[src/hdl/modexp_pkg.sv]
package modexp_pkg;

  localparam int unsigned FieldWidth = 32;

  typedef struct packed {
    logic [FieldWidth-1:0] base_value;
    logic [FieldWidth-1:0] power;
    logic [FieldWidth-1:0] modulus;
  } in_t;

  typedef struct packed {
    logic [FieldWidth-1:0] residue;
    logic                  modulus_zero;
  } out_t;

  typedef enum logic [3:0] {
    ST_IDLE,
    ST_REDUCE,
    ST_RED_WB,
    ST_CHECK,
    ST_MUL_ACC,
    ST_ACC_WB,
    ST_MUL_SQ,
    ST_SQ_WB,
    ST_DONE
  } state_e;

  // controller -> datapath
  typedef struct packed {
    logic load;
    logic step;
    logic start_acc;
    logic start_sq;
    logic wr_acc;
    logic wr_sq;
    logic shift_e;
    logic out_load;
  } cmd_t;

  // datapath -> controller
  typedef struct packed {
    logic m_zero;
    logic e_zero;
    logic e_lsb;
    logic last;
  } status_t;

endpackage

[src/hdl/modexp_dp.sv]
module modexp_dp import modexp_pkg::*; #(
  parameter int unsigned OperandWidth = 32
) (
  input  logic    clk_i,
  input  logic    rst_ni,
  input  cmd_t    cmd_i,
  input  in_t     in_data_i,
  output status_t status_o,
  output out_t    out_data_o
);

  localparam int unsigned W    = OperandWidth;
  localparam int unsigned CntW = $clog2(W);

  logic [W-1:0]    m_q, e_q, acc_q, sq_q, p_q, a_q, mul_q;
  logic [CntW-1:0] cnt_q;
  out_t            out_q;

  // operands taken modulo 2^W
  logic [W+FieldWidth-1:0] base_ext, pow_ext, mod_ext, res_ext;
  logic [W-1:0]            base_op, pow_op, mod_op;

  assign base_ext = {{W{1'b0}}, in_data_i.base_value};
  assign pow_ext  = {{W{1'b0}}, in_data_i.power};
  assign mod_ext  = {{W{1'b0}}, in_data_i.modulus};
  assign base_op  = base_ext[W-1:0];
  assign pow_op   = pow_ext[W-1:0];
  assign mod_op   = mod_ext[W-1:0];
  assign res_ext  = {{FieldWidth{1'b0}}, acc_q};

  // one shift-and-add step: p = (2p + bit*a) mod m, each half reduced once
  logic [W:0]   dbl, dbl_sub, sum, sum_sub;
  logic [W-1:0] dbl_r, addend, step_p;

  always_comb begin
    dbl     = {p_q, 1'b0};
    dbl_sub = dbl - {1'b0, m_q};
    dbl_r   = (dbl >= {1'b0, m_q}) ? dbl_sub[W-1:0] : dbl[W-1:0];
    addend  = mul_q[W-1] ? a_q : '0;
    sum     = {1'b0, dbl_r} + {1'b0, addend};
    sum_sub = sum - {1'b0, m_q};
    step_p  = (sum >= {1'b0, m_q}) ? sum_sub[W-1:0] : sum[W-1:0];
  end

  always_ff @(posedge clk_i or negedge rst_ni) begin
    if (!rst_ni) begin
      cnt_q <= '0;
    end else if (cmd_i.load || cmd_i.start_acc || cmd_i.start_sq) begin
      cnt_q <= '0;
    end else if (cmd_i.step) begin
      cnt_q <= cnt_q + CntW'(1);
    end
  end

  always_ff @(posedge clk_i) begin
    if (cmd_i.load) begin
      m_q   <= mod_op;
      e_q   <= pow_op;
      acc_q <= {{(W-1){1'b0}}, (mod_op != W'(1))};
      p_q   <= '0;
      a_q   <= W'(1);
      mul_q <= base_op;
    end
    if (cmd_i.step) begin
      p_q   <= step_p;
      mul_q <= {mul_q[W-2:0], 1'b0};
    end
    if (cmd_i.start_acc) begin
      p_q   <= '0;
      a_q   <= acc_q;
      mul_q <= sq_q;
    end
    if (cmd_i.start_sq) begin
      p_q   <= '0;
      a_q   <= sq_q;
      mul_q <= sq_q;
    end
    if (cmd_i.wr_acc) begin
      acc_q <= p_q;
    end
    if (cmd_i.wr_sq) begin
      sq_q <= p_q;
    end
    if (cmd_i.shift_e) begin
      e_q <= e_q >> 1;
    end
    if (cmd_i.out_load) begin
      out_q.residue      <= (m_q == '0) ? '0 : res_ext[FieldWidth-1:0];
      out_q.modulus_zero <= (m_q == '0);
    end
  end

  assign status_o.m_zero = (m_q == '0);
  assign status_o.e_zero = (e_q == '0);
  assign status_o.e_lsb  = e_q[0];
  assign status_o.last   = (cnt_q == CntW'(W - 1));
  assign out_data_o      = out_q;

endmodule

[src/hdl/modexp_ctrl.sv]
module modexp_ctrl import modexp_pkg::*; (
  input  logic    clk_i,
  input  logic    rst_ni,
  input  logic    in_valid_i,
  output logic    in_ready_o,
  output logic    out_valid_o,
  input  logic    out_ready_i,
  input  status_t status_i,
  output cmd_t    cmd_o
);

  state_e state_q, state_d;
  logic   out_valid_q, out_valid_d;
  logic   out_free;

  assign out_free = !out_valid_q || out_ready_i;

  always_comb begin
    state_d = state_q;
    case (state_q)
      ST_IDLE:    if (in_valid_i) state_d = ST_REDUCE;
      ST_REDUCE: begin
        if (status_i.m_zero)    state_d = ST_DONE;
        else if (status_i.last) state_d = ST_RED_WB;
      end
      ST_RED_WB:  state_d = ST_CHECK;
      ST_CHECK: begin
        if (status_i.e_zero)     state_d = ST_DONE;
        else if (status_i.e_lsb) state_d = ST_MUL_ACC;
        else                     state_d = ST_MUL_SQ;
      end
      ST_MUL_ACC: if (status_i.last) state_d = ST_ACC_WB;
      ST_ACC_WB:  state_d = ST_MUL_SQ;
      ST_MUL_SQ:  if (status_i.last) state_d = ST_SQ_WB;
      ST_SQ_WB:   state_d = ST_CHECK;
      ST_DONE:    if (out_free) state_d = ST_IDLE;
      default:    state_d = ST_IDLE;
    endcase
  end

  always_comb begin
    cmd_o      = '0;
    in_ready_o = 1'b0;
    case (state_q)
      ST_IDLE: begin
        in_ready_o = 1'b1;
        cmd_o.load = in_valid_i;
      end
      ST_REDUCE:  cmd_o.step = !status_i.m_zero;
      ST_RED_WB:  cmd_o.wr_sq = 1'b1;
      ST_CHECK: begin
        cmd_o.start_acc = !status_i.e_zero && status_i.e_lsb;
        cmd_o.start_sq  = !status_i.e_zero && !status_i.e_lsb;
      end
      ST_MUL_ACC: cmd_o.step = 1'b1;
      ST_ACC_WB: begin
        cmd_o.wr_acc   = 1'b1;
        cmd_o.start_sq = 1'b1;
      end
      ST_MUL_SQ:  cmd_o.step = 1'b1;
      ST_SQ_WB: begin
        cmd_o.wr_sq   = 1'b1;
        cmd_o.shift_e = 1'b1;
      end
      ST_DONE:    cmd_o.out_load = out_free;
      default:    cmd_o = '0;
    endcase
  end

  always_comb begin
    out_valid_d = out_valid_q;
    if (cmd_o.out_load)  out_valid_d = 1'b1;
    else if (out_ready_i) out_valid_d = 1'b0;
  end

  always_ff @(posedge clk_i or negedge rst_ni) begin
    if (!rst_ni) begin
      state_q     <= ST_IDLE;
      out_valid_q <= 1'b0;
    end else begin
      state_q     <= state_d;
      out_valid_q <= out_valid_d;
    end
  end

  assign out_valid_o = out_valid_q;

endmodule

[src/hdl/modular_exponentiation.sv]
// Modular exponentiation: residue = base_value ** power mod modulus.
// Input channel in_valid_i/in_ready_o carries one transaction {base_value, power,
// modulus}; output channel out_valid_o/out_ready_i returns {residue, modulus_zero}.
// One transaction is processed at a time; in_ready_o is high only while idle.
// From the accepting edge the block first reduces the base; then, for each
// exponent bit up to the highest set one, it checks the bit and squares, and
// when the bit is set it first multiplies into the accumulator; a last check
// and the output load follow. A zero exponent goes from the reduction straight
// to the last check. Every product comes from the shared shift-and-add modular
// multiplier, which retires one multiplier bit per cycle.
// A zero modulus skips the reduction and the exponent bits and ends the
// transaction with modulus_zero = 1, residue 0.
// The result sits in an output register and the next transaction is accepted
// the cycle after it is loaded. While the receiver stalls the block holds it,
// computes the next result and then waits to load it until the held result
// is taken; only then does it go idle again.
// Reset clears the controller and drops any result not yet taken.
module modular_exponentiation import modexp_pkg::*; #(
  parameter int unsigned OPERAND_WIDTH = 32
) (
  input  logic clk_i,
  input  logic rst_ni,
  input  logic in_valid_i,
  output logic in_ready_o,
  input  in_t  in_data_i,
  output logic out_valid_o,
  input  logic out_ready_i,
  output out_t out_data_o
);

  cmd_t    cmd;
  status_t status;

  modexp_ctrl u_ctrl (
    .clk_i      (clk_i),
    .rst_ni     (rst_ni),
    .in_valid_i (in_valid_i),
    .in_ready_o (in_ready_o),
    .out_valid_o(out_valid_o),
    .out_ready_i(out_ready_i),
    .status_i   (status),
    .cmd_o      (cmd)
  );

  modexp_dp #(
    .OperandWidth(OPERAND_WIDTH)
  ) u_dp (
    .clk_i     (clk_i),
    .rst_ni    (rst_ni),
    .cmd_i     (cmd),
    .in_data_i (in_data_i),
    .status_o  (status),
    .out_data_o(out_data_o)
  );

  a_err_zero_residue: assert property (@(posedge clk_i) disable iff (!rst_ni)
    out_valid_o && out_data_o.modulus_zero |-> out_data_o.residue == '0)
    else $error("residue not zero on modulus error");

  a_one_at_a_time: assert property (@(posedge clk_i) disable iff (!rst_ni)
    in_valid_i && in_ready_o |=> !in_ready_o)
    else $error("second transaction taken while busy");

  a_result_after_work: assert property (@(posedge clk_i) disable iff (!rst_ni)
    $rose(out_valid_o) |-> $past(!in_ready_o))
    else $error("result raised straight from idle");

  a_single_cmd: assert property (@(posedge clk_i) disable iff (!rst_ni)
    $onehot0({cmd.load, cmd.step, cmd.start_acc, cmd.start_sq}))
    else $error("conflicting product commands");

endmodule
[config.mk]
export PLATFORM = sky130hd
export DESIGN_NAME = modular_exponentiation
export DESIGN_NICKNAME = d
export VERILOG_FILES = /design/src/hdl/modexp_pkg.sv /design/src/hdl/modexp_dp.sv /design/src/hdl/modexp_ctrl.sv /design/src/hdl/modular_exponentiation.sv
export SDC_FILE = /design/constraint.sdc
export NUM_CORES = 1
export LEC_CHECK = 0
export ABC_AREA = 1
export BUFFER_PORTS_ARGS = -buffer_cell sky130_fd_sc_hd__clkbuf_2
export CAP_MARGIN = 40
export CORE_ASPECT_RATIO = 1.5
export CORE_MARGIN = 2
export CORE_UTILIZATION = 25
export CTS_BUF_LIST = sky130_fd_sc_hd__clkbuf_4 sky130_fd_sc_hd__clkbuf_8
export CTS_CLUSTER_DIAMETER = 80
export DETAILED_ROUTE_END_ITERATION = 10
export GPL_TIMING_DRIVEN = 0
export PLACE_DENSITY = 0.46
export SETUP_SLACK_MARGIN = 0.2
export SLEW_MARGIN = 20
export SYNTH_ARGS = -nofsm -noshare
export SYNTH_HDL_FRONTEND = slang
export SYNTH_SLANG_ARGS = --single-unit
[constraint.sdc]
create_clock -name clk_i -period 6.2 [get_ports clk_i]
set_input_delay 1.24 -clock clk_i [delete_from_list [all_inputs] [get_ports clk_i]]
set_output_delay 1.24 -clock clk_i [all_outputs]
set_load 0.005 [all_outputs]
# [After elaboration in Yosys (flattened, before gate mapping)]
# Cells that the tools add are included.
[word_totals] regBits=267 latchBits=0 ram_bits=0 rom_bits=0 input_bits=100 out_inout_bits=35 word_cells=95 n_memories=0
[op_classes] add_sub_neg=4 mul=0 div=0 order_cmp=2 n_eq_ne=15 shift=0 muxes=38 bitwise_logic=0 reduce_logical=23
[ops] op="$mux 32" count=14
[ops] op="$ge 33x32->1" count=2
[ops] op="$logic_not 32->1" count=2
[ops] op="$sub 32x32->32" count=2
[ops] op="$mux 31" count=2
[ops] op="$add 32x32->33" count=1
[ops] op="$ne 32x1->1 const B" count=1
[ops] op="$pmux 4 s8" count=1
[ops] op="$mux 4" count=7
[ops] op="$eq 4x3->1 const B" count=4
[ops] op="$mux 5" count=2
[ops] op="$reduce_bool 2->1" count=5
[ops] op="$mux 1" count=9
[ops] op="$eq 4x2->1 const B" count=2
[ops] op="$ne 2x2->1 const B" count=3
[ops] op="$reduce_or 2->1" count=3
[ops] op="$add 5x1->5 const B" count=1
[ops] op="$eq 5x5->1 const B" count=1
[ops] op="$reduce_and 5->1" count=1
[ops] op="$eq 4x1->1 const B" count=1
[ops] op="$eq 4x4->1 const B" count=1
[ops] op="$logic_not 1->1" count=4
[ops] op="$logic_not 4->1" count=1
[ops] op="$pmux 1 s2" count=2
[ops] op="7 further kinds" count=10

# [Longest topological paths before layout]
# Gate-level depths: netlist of the first run.
[logic_depth] depth_word=7 ltp_mapped=44 depth_no_buf=42

# [Cells and area by module]
# Synthesis of the first run repeated with hierarchy kept, for this count alone.
[hier_totals] hier_cells=2666 hier_area_um2=18901.9
[by_module_without_submodules] module="modexp_dp" n_inst=1 cells_each=2600 area_per_inst_um2=18479.0
[by_module_without_submodules] module="modexp_ctrl" n_inst=1 cells_each=66 area_per_inst_um2=422.9

# [Least setup slack after synthesis of the first run]
# OpenSTA, ideal clock, no wires.
[synth_path] path_kind="register -> register" from="register u_dp.m_q[14]" to="register u_dp.p_q[12]" setup_time_ns=0.113 t_arrival_ns=4.762 t_required_ns=6.087 slack_ns=1.325 path_stages_with_launch=36 path_buffers=2 period_less_slack_ns=4.875 cell_sequence="edfxtp_1 inv_1 ha_1 a21o_1 or2_1 a21oi_1 nand2_1 nand3_1 nand2_1 nand2_1 nand2_2 inv_2 buf_2 nor2_1 ha_1 fa_1 nand3_1 nand2_1 nand2_1 nand2_2 nand2_2 nand2_2 nand2_1 nand2_1 xor2_1 inv_1 ha_1 a21o_1 a21oi_1 a21boi_0 nand3_1 nand3_2 buf_2 nand3_1 nand3_1 nand2_1"
[synth_between] elab_chain_cells=6 word_cells_on_any_way=12 classes_between="add/sub: 3; order compare: 2; mux: 4; reduce/logical: 3"
[synth_lines] element="start: declaration" line_no="modexp_dp.sv:15" text="logic [W-1:0] m_q, e_q, acc_q, sq_q, p_q, a_q, mul_q;"
[synth_lines] element="start signal: assignment" line_no="modexp_dp.sv:57" text="m_q <= mod_op;"
[synth_lines] element="$ge 33x32->1 or $sub 32x32->32 (tied branches)" line_no="modexp_dp.sv:38, modexp_dp.sv:37"
[synth_lines] element="$mux 32" line_no="modexp_dp.sv:38" text="dbl_r = (dbl >= {1'b0, m_q}) ? dbl_sub[W-1:0] : dbl[W-1:0];"
[synth_lines] element="$add 32x32->33" line_no="modexp_dp.sv:40" text="sum = {1'b0, dbl_r} + {1'b0, addend};"
[synth_lines] element="$sub 32x32->32 or $ge 33x32->1 (tied branches)" line_no="modexp_dp.sv:41, modexp_dp.sv:42"
[synth_lines] element="$mux 32" line_no="modexp_dp.sv:42" text="step_p = (sum >= {1'b0, m_q}) ? sum_sub[W-1:0] : sum[W-1:0];"
[synth_lines] element="$mux 32" line_no="modexp_dp.sv:64" text="if (cmd_i.step) begin"
[synth_lines] element="end signal: assignment" line_no="modexp_dp.sv:65" text="p_q <= step_p;"
[synth_lines] element="end: declaration" line_no="modexp_dp.sv:15"
# Several ways; a longest one is shown, not always the timed one.
# A chain may end at the register's enable or synchronous reset.

# [Final worst setup path of the first run]
[layout_path] from="register u_dp.p_q[13]" to="register u_dp.p_q[28]"
[layout_between] elab_chain_cells=6 word_cells_on_any_way=8 classes_between="add/sub: 3; order compare: 2; mux: 3"
[layout_lines] element="$sub 32x32->32 or $ge 33x32->1 (tied branches)" line_no="modexp_dp.sv:37, modexp_dp.sv:38"
[layout_lines] element="$mux 32 (*)" line_no="modexp_dp.sv:38"
[layout_lines] element="$add 32x32->33 (*)" line_no="modexp_dp.sv:40"
[layout_lines] element="$sub 32x32->32 or $ge 33x32->1 (tied branches)" line_no="modexp_dp.sv:41, modexp_dp.sv:42"
[layout_lines] element="$mux 32 (*)" line_no="modexp_dp.sv:42"
[layout_lines] element="$mux 32 (*)" line_no="modexp_dp.sv:64"
# Every way passes the cells marked *; elsewhere a longest branch is shown, timed or not.

==> impl_metrics.toml, run 1 <==
[routing]
drtIter0Drc = 1111
wl_mm = 67.1
wl_met2_mm = 35.2
num_vias = 16200
wl_per_cell_um = 19.1
wl_met3_mm = 2.55
drt_first_pass_iters = 5
wl_met1_mm = 25.6
drc = 0
top_layer = "met4"
viasPerCell = 4.62
antenna_left = 0

[timing]
fin_ws_ps = 410
fin_worst_skew_ps = 34.8
slew_viol_final = 0
max_freq_ghz = 0.173
setup_viol = 0
grt_setup_unrepaired = "no"
period_needed_ps = 5790
finalHoldViolCount = 0
slew_headroom = 0.453
fin_crit_sh = 0.934
setup_tns_ps = 0
tightest_slew_ps = 815

[logic_synthesis]
synth_fa_ha_area_frac = 0.0722
synth_top_area_share = 0.378
yosys-top-cells-count = "nand2_1 (654), inv_1 (345), nor2_1 (290)"
async_flop_share = 0.0375
yosysMostFrequentCell = "nand2_1"
avgSynthCellArea_um2 = 7.54
synth_simple_gate_area_frac = 0.285
synth_top_cell_by_area = "edfxtp_1"
synthXorXnorAreaFrac = 0.0305
synth_nets = 2561
ys_ff_latch = 267
synth_edf_count = 224
synth_top_family_by_area = "simple AND/OR/NAND/NOR gates"
ys_seq_area_frac = 0.429
ys_top_cells_by_area = "edfxtp_1 (38%), nand2_1 (14%), inv_1 (7.3%)"
synth_cells = 2360
yosys_warnings = 0
synth.mux.area_fraction = 0
synth-main-ff-cell = "edfxtp_1"
syn_area_um2 = 17800
synth_cell_types = 47
synth_compound_area_frac = 0.0920

[clock_tree]
htreeDepth = 2
cts_made_buffers = 42
worstSkewPairLatency_ps = 630
clk_pin_slew_worst_paths_ps = 70
clock_sinks = 267
cts_tree = "built"
cts_buffer_depth = 3
hold_buffers = 0
clockRootBuffer = "clkbuf_8"

[setup_path]
r2r_cells = 36
timing.rr.end = "u_dp.p_q[28]"
critPathMaxStageDelay_ps = 500
cpMostUsedCell = "nand2_2"
critPathKind = "reg2reg"
worstReg2RegStart = "u_dp.p_q[13]"
r2r_slack_ps = 410
worstPathMaxFanout = 10
cpMaxStageDelayCell = "dfxtp_1"
worstPathArrival_ps = 6310
startpoint_type = "flop"
crit_path_end_kind = "flop"
required_ps = 6720

[grt]
antenna_found_initial = 1
grt_max_degree = 33
grt_pass1_vias = 16900
grt_overflow = 0
grt_pass1_wl_mm = 99.4
grt_use_total = 0.182

[die]
core_um2 = 70400
die_x_um = 222
placementRows = 119
die_h_um = 331
ioPinCount = 135
fp.dieArea_um2 = 73400
start_util = 0.253

[run]
max-cap-violations = 0

[worst_hold_path]
holdPathStages = 2
hold_path.class = "reg2reg"
whs_endpoint = "u_dp.e_q[31]"
worstHoldStart = "u_dp.e_q[31]"

[outcome]
status = "finished, final reports clean"

[layout]
fin_cells = 3513
drive_above_1_share = 0.176
nets = 2776
area_growth_pct = 21.2
finish.utilization = 0.307

[placement]
place_ws_ps = -769
hpwl_mm = 56.4
dp.cells = 3408
port_buffers = 134
gp_congestion = 0.904
[sequential cells by signal (all words and copies together) (netlist names)]
register            count
u_dp.p_q               32
u_dp.m_q               32
u_dp.e_q               32
u_dp.a_q               32
u_dp.out_data_o        33
u_ctrl.state_q          4
u_dp.cnt_q              5
u_dp.mul_q             32
u_ctrl.out_valid_o      1
u_dp.sq_q              32
u_dp.acc_q             32
[final cells by class]
type,count,area [um2]
inverter,361,1360
multi-input combinational,1677,9320
tap,907,1130
clock inverter,19,90.1
fill,7684,48800
timing repair buffer,171,1030
buffer,55,333
antenna,1,2.50
clock buffer,55,682
sequential,267,7640
[metrics by stage]
stage          instance area (um2)  hold slack (ps)
2_1_floorplan                17800              440
3_3_place_gp                 19600              460
3_5_place_dp                 19800              468
4_1_cts                      20900              438
5_1_grt                      21600              460
6_report                     21600              490
[cell families after synthesis]
group,Yosys count
adders and majority gates,101
AOI/OAI and AO/OA,296
buffers and inverters,416
DFF,267
xor gates and xnor gates,62
and+or+nand+nor,1218
[layer usage]
metal / global-route usage / vias to the layer above
li1: - / 8137
met1: 0.193 / 7570
met2: 0.349 / 399
met3: 0.0211 / 132
met4: 0.0999 / 0
met5: 0 / -
[worst max-delay path, delay by kind of cell, from the launching register on]
| kind | cells | cell delay, ps |
|---|---|---|
| and+or+nand+nor | 23 | 2610 |
| adders and majority gates | 3 | 920 |
| DFF | 1 | 500 |
| buffers and inverters | 3 | 380 |
| AOI/OAI and AO/OA | 7 | 1250 |
[cells in the final DEF (no fill, tap or decap), types with 23 or more instances in the layout]
cell type  count
a21oi_1       92
buf_4         35
clkbuf_2     134
clkbuf_8      43
dfxtp_1       33
edfxtp_1     224
ha_1          75
inv_1        329
inv_2         29
nand2_1      601
nand2_2       54
nand3_1      154
nor2_1       268
nor3_1        31
o21ai_0       87
o21ai_1       26
xnor2_1       29
xor2_1        23
[repair_timing]
action | 4_1_cts | 5_1_grt
setup buffers | 11 | 19
endpoints found under the setup margin | 32 | 32
endpoints found under the hold margin | 0 | 0
resized for setup | 100 | 127
cloned | 0 | 0
pin swaps | 12 | 31
[worst max path at each step]
stage / start / to / cells past startpoint
after floorplan: u_dp.m_q[14] / u_dp.p_q[12] / 35
after global placement: u_dp.m_q[23] / u_dp.p_q[26] / 33
after detailed placement: u_dp.m_q[23] / u_dp.p_q[26] / 33
after CTS: u_dp.m_q[1] / u_dp.p_q[26] / 41
after global routing: u_dp.m_q[26] / u_dp.p_q[19] / 38
final: u_dp.p_q[13] / u_dp.p_q[28] / 36
Power of run 1 is left out: the tool's default activity adds up to more than one toggle a clock period on the data nets, which glitch-free logic cannot reach.
==> run 2: changes to the inputs <==
--- a/config.mk
+++ b/config.mk
@@ -16,6 +16,7 @@
 export DETAILED_ROUTE_END_ITERATION = 10
 export GPL_TIMING_DRIVEN = 0
 export PLACE_DENSITY = 0.46
+export RECOVER_POWER = 100
 export SETUP_SLACK_MARGIN = 0.2
 export SLEW_MARGIN = 20
 export SYNTH_ARGS = -nofsm -noshare
==> run 2 against run 1 <==
Net effect:
- the flow now finishes with violations (capacitance limit, slew limit)
- routed wire length increased by 0.20%
- clock-buffer cell count unchanged
- cell area is 1.1% lower
- fmax down 0.95%
- clock skew is essentially flat
- cell count stayed put
- register-to-register slack lost 60 ps
- die area did not move
- critical path depth rose by 4
- worst setup slack worse by 56 ps
- global-route usage is the same
- sequential share of layout area increased by 0.40 points
==> impl_metrics.toml, run 2 (same netlist as run 1, synthesis figures left out) <==
[outcome]
status = "finished with violations"
violations = "capacitance limit, slew limit"

[layout]
largest_reg_flops = 33
mostFrequentLayoutCells = "nand2_1 (607), inv_1 (334), nor2_1 (271)"
nets = 2776
final_common_cell = "nand2_1"
area_growth_pct = 19.9
fin_cells = 3513
finish.utilization = 0.303
drive_above_1_share = 0.141

[setup_path]
required_ps = 6720
startpoint_type = "flop"
crit_path_end_kind = "flop"
critPathMaxStageDelay_ps = 430
worstPathMaxFanout = 10
worstPathArrival_ps = 6360
cpMostUsedCell = "nand2_2"
cpMaxStageDelayCell = "fa_2"
critPathKind = "reg2reg"

[worst_hold_path]
hold_path.class = "reg2reg"

[die]
die_h_um = 331
placementRows = 119
die_x_um = 222
start_util = 0.253
core_um2 = 70400
ioPinCount = 135
fp.dieArea_um2 = 73400

[placement]
gp_congestion = 0.904
hpwl_mm = 56.4
dp.cells = 3408
port_buffers = 134

[timing]
slew_viol_final = 117
max_freq_ghz = 0.171
tightest_slew_ps = 1870
fin_crit_sh = 0.943
finalHoldViolCount = 0
slew_headroom = -0.248
setup_viol = 0
holdWs_ps = 490
fin_worst_skew_ps = 34.7
period_needed_ps = 5850
grt_setup_unrepaired = "no"
setup_tns_ps = 0

[routing]
drtIter0Drc = 1136
wl_per_cell_um = 19.1
wl_mm = 67.3
viasPerCell = 4.61
num_vias = 16200
drt_first_pass_iters = 5
drc = 0
antenna_left = 0

[clock_tree]
hold_buffers = 0
worstSkewPairLatency_ps = 630
cts_made_buffers = 42
clockRootBuffer = "clkbuf_8"
clk_pin_slew_worst_paths_ps = 60
cts_buffer_depth = 3
clock_sinks = 267
htreeDepth = 2
cts_tree = "built"

[grt]
grt_pass1_wl_mm = 99.4
grt_overflow = 0
grt_pass1_vias = 16900
antenna_found_initial = 1
grt_max_degree = 33
grt_use_total = 0.182

[run]
max-cap-violations = 4
[run 2: cell count changes in the layout (fill, tap and decap cells not counted), moves of 3 or more]
cell / delta
inv_1: +5
nand2_2: -5
clkbuf_1: +77
clkbuf_2: -59
nor2_1: +3
inv_2: -7
buf_2: -6
buf_12: -6
nand2_1: +6
[run 2: per-stage QoR]
| stage | cell area (um2) | setup WS (ps) |
|---|---|---|
| 2_1_floorplan | 17800 | 1320 |
| 4_1_cts | 20900 | 211 |
| 5_1_grt | 21300 | 69.8 |
| 3_3_place_gp | 19600 | -769 |
| 6_report | 21300 | 354 |
| 3_5_place_dp | 19800 | -769 |
[run 2: path summary, 6_finish.rpt]
kind	startpoint	end	slack (ps)	cells after the start
setup / recovery	u_dp.m_q[18]	u_dp.p_q[1]	350	40
hold / removal	u_dp.e_q[31]	u_dp.e_q[31]	490	2
setup reg to reg	u_dp.m_q[18]	u_dp.p_q[1]	350	40
hold reg to reg	u_dp.e_q[31]	u_dp.e_q[31]	490	2
max in group asynchronous	rst_ni	u_dp.cnt_q[2]	5050	1
min in group asynchronous	rst_ni	u_ctrl.out_valid_o	650	1
[run 2: layer usage]
layer,global-route usage,share of wire,vias to the layer above
li1,-,-,8129
met1,0.193,0.38,7551
met2,0.349,0.52,398
met3,0.0211,0.037,132
met4,0.0999,0.057,0
met5,0,0,-
[run 2: critical path: cells and delay by family (launching register included)]
family                     cells  cell delay (ps)
and+or+nand+nor               24             2360
adders and majority gates      4             1200
buffers and inverters          7             1080
AOI/OAI and AO/OA              5              710
DFF                            1              370
[run 2: area by class of cell]
class | count | area [um2]
plain buffers | 55 | 312
repair buffers | 171 | 847
clock inverters | 19 | 90.1
diodes | 1 | 2.50
clock buffers | 55 | 682
well taps | 907 | 1130
multi-input cells | 1677 | 9280
fillers | 7741 | 49100
flip-flops and latches | 267 | 7640
inverters | 361 | 1360
[run 2: repair_timing]
action                                  CTS  global route
hold endpoints to repair                  0             0
resized for setup                       100           127
endpoints found under the setup margin   32            32
pin swaps                                12            31
setup buffers                            11            19
Power of run 2 is left out for the same reason.
==> run 3: changes to the inputs <==
--- a/config.mk
+++ b/config.mk
@@ -10,12 +10,12 @@
 export CAP_MARGIN = 40
 export CORE_ASPECT_RATIO = 1.5
 export CORE_MARGIN = 2
-export CORE_UTILIZATION = 25
+export CORE_UTILIZATION = 56
 export CTS_BUF_LIST = sky130_fd_sc_hd__clkbuf_4 sky130_fd_sc_hd__clkbuf_8
 export CTS_CLUSTER_DIAMETER = 80
 export DETAILED_ROUTE_END_ITERATION = 10
 export GPL_TIMING_DRIVEN = 0
-export PLACE_DENSITY = 0.46
+export PLACE_DENSITY = 0.81
 export RECOVER_POWER = 100
 export SETUP_SLACK_MARGIN = 0.2
 export SLEW_MARGIN = 20
==> run 3 against run 2 <==
Net effect:
- the run still ends with capacitance limit, slew limit left
- flip-flop and latch count stayed put
- routed wire length is 14% lower
- register-to-register slack better by 20 ps
- clock skew is 6.1 ps lower
- die area is 55% lower
- via count is 2.2% higher
- fmax is 0.26% higher
- clock-buffer cell count is 1 higher
- non-clock buffer count is 17 lower
- global-route usage is 17 points higher
- core utilization is 35 points higher
==> impl_metrics.toml, run 3 (same netlist as run 1, synthesis figures left out) <==
[outcome]
status = "finished with violations"
violations = "capacitance limit, slew limit"

[die]
placementRows = 80
die_x_um = 150
ioPinCount = 135
fp.dieArea_um2 = 33300
core_um2 = 31500
die_h_um = 222
start_util = 0.565

[routing]
drc = 0
viasPerCell = 5.53
wl_per_cell_um = 19.4
drt_first_pass_iters = 5
num_vias = 16600
wl_mm = 58.2
drtIter0Drc = 1087
antenna_left = 0

[worst_hold_path]
worstHoldStart = "u_dp.e_q[31]"
hold_path.class = "reg2reg"

[placement]
hpwl_mm = 47.9
gp_congestion = 0.958
dp.cells = 2905
port_buffers = 134
dpl-instance-area_um2 = 19000

[layout]
mostFrequentLayoutCells = "nand2_1 (624), inv_1 (336), nor2_1 (275)"
fin_cells = 2998
nets = 2757
finish.utilization = 0.650
final_common_cell = "nand2_1"
drive_above_1_share = 0.133
area_growth_pct = 15.0
finalInstanceArea_um2 = 20500
largest_reg_flops = 33

[clock_tree]
cts_buffer_depth = 3
htreeDepth = 2
clk_pin_slew_worst_paths_ps = 70
clock_sinks = 267
clockRootBuffer = "clkbuf_8"
cts_made_buffers = 40
worstSkewPairLatency_ps = 580
cts_tree = "built"
hold_buffers = 0

[timing]
slew_viol_final = 127
holdWs_ps = 482
setup_viol = 0
max_freq_ghz = 0.172
fin_crit_sh = 0.940
slew_headroom = -0.246
grt_setup_unrepaired = "no"
fin_worst_skew_ps = 28.6
period_needed_ps = 5830
tightest_slew_ps = 1870
finalHoldViolCount = 0

[grt]
use_met1 = 0.391
grt_max_degree = 36
grt_overflow = 0
antenna_found_initial = 1
use_met2 = 0.626
grt_pass1_vias = 16700
busiest_layer = "met2"
grt_use_total = 0.348
grt_pass1_wl_mm = 87.2
use_met3 = 0.0300

[setup_path]
cpMostUsedCell = "nand2_1"
crit_start = "u_dp.p_q[13]"
worstPathMaxFanout = 10
startpoint_type = "flop"
worstPathArrival_ps = 6280
required_ps = 6650
cpMaxStageDelayCell = "dfxtp_1"
critPathMaxStageDelay_ps = 510
worstReg2RegStart = "u_dp.p_q[13]"
crit_path_end_kind = "flop"
critPathKind = "reg2reg"

[run]
max-cap-violations = 4
run 3: critical path, delay by kind of cell (launching register included):
family | cells | cell delay [ps]
compound gates | 4 | 610
xor+xnor | 1 | 320
fa+ha+maj | 3 | 1010
buf+inv | 4 | 440
flops | 1 | 510
simple gates | 22 | 2770
run 3: cell type report:
cell class                      count  area, um2
Fill cell                        2902      11000
Multi-Input combinational cell   1677       9040
Sequential cell                   267       7640
Inverter                          361       1360
Timing Repair Buffer              154        749
Clock buffer                       56        721
Tap cell                          410        513
Buffer                             55        317
Clock inverter                     17        148
Antenna cell                        1       2.50
run 3: layer usage:
metal | vias up | share of wire
met4 | 0 | 0.075
met1 | 7713 | 0.37
met5 | - | 0
met2 | 605 | 0.50
li1 | 8092 | -
met3 | 157 | 0.051
run 3: timing repair:
item / CTS / global route
buffers inserted: 1 / 15
resized for setup: 55 / 114
setup endpoints to repair: 32 / 32
pin swaps: 1 / 22
run 3: path summary, 6_finish.rpt:
check / endpoint / cells past startpoint / slack [ps]
min: u_dp.e_q[31] / 2 / 480
min reg2reg: u_dp.e_q[31] / 2 / 480
min in group asynchronous: u_ctrl.state_q[0] / 1 / 660
max in group asynchronous: u_dp.cnt_q[0] / 1 / 5130
max: u_dp.p_q[28] / 34 / 370
max reg2reg: u_dp.p_q[28] / 34 / 370
run 3: metrics by stage:
stage | setup WS, ps | TNS (ps)
6_report | 370 | 0
4_1_cts | 191 | 0
3_5_place_dp | -369 | -10520
2_1_floorplan | 1320 | 0
5_1_grt | 82.8 | 0
3_3_place_gp | -302 | -8770
Power of run 3 is left out for the same reason.
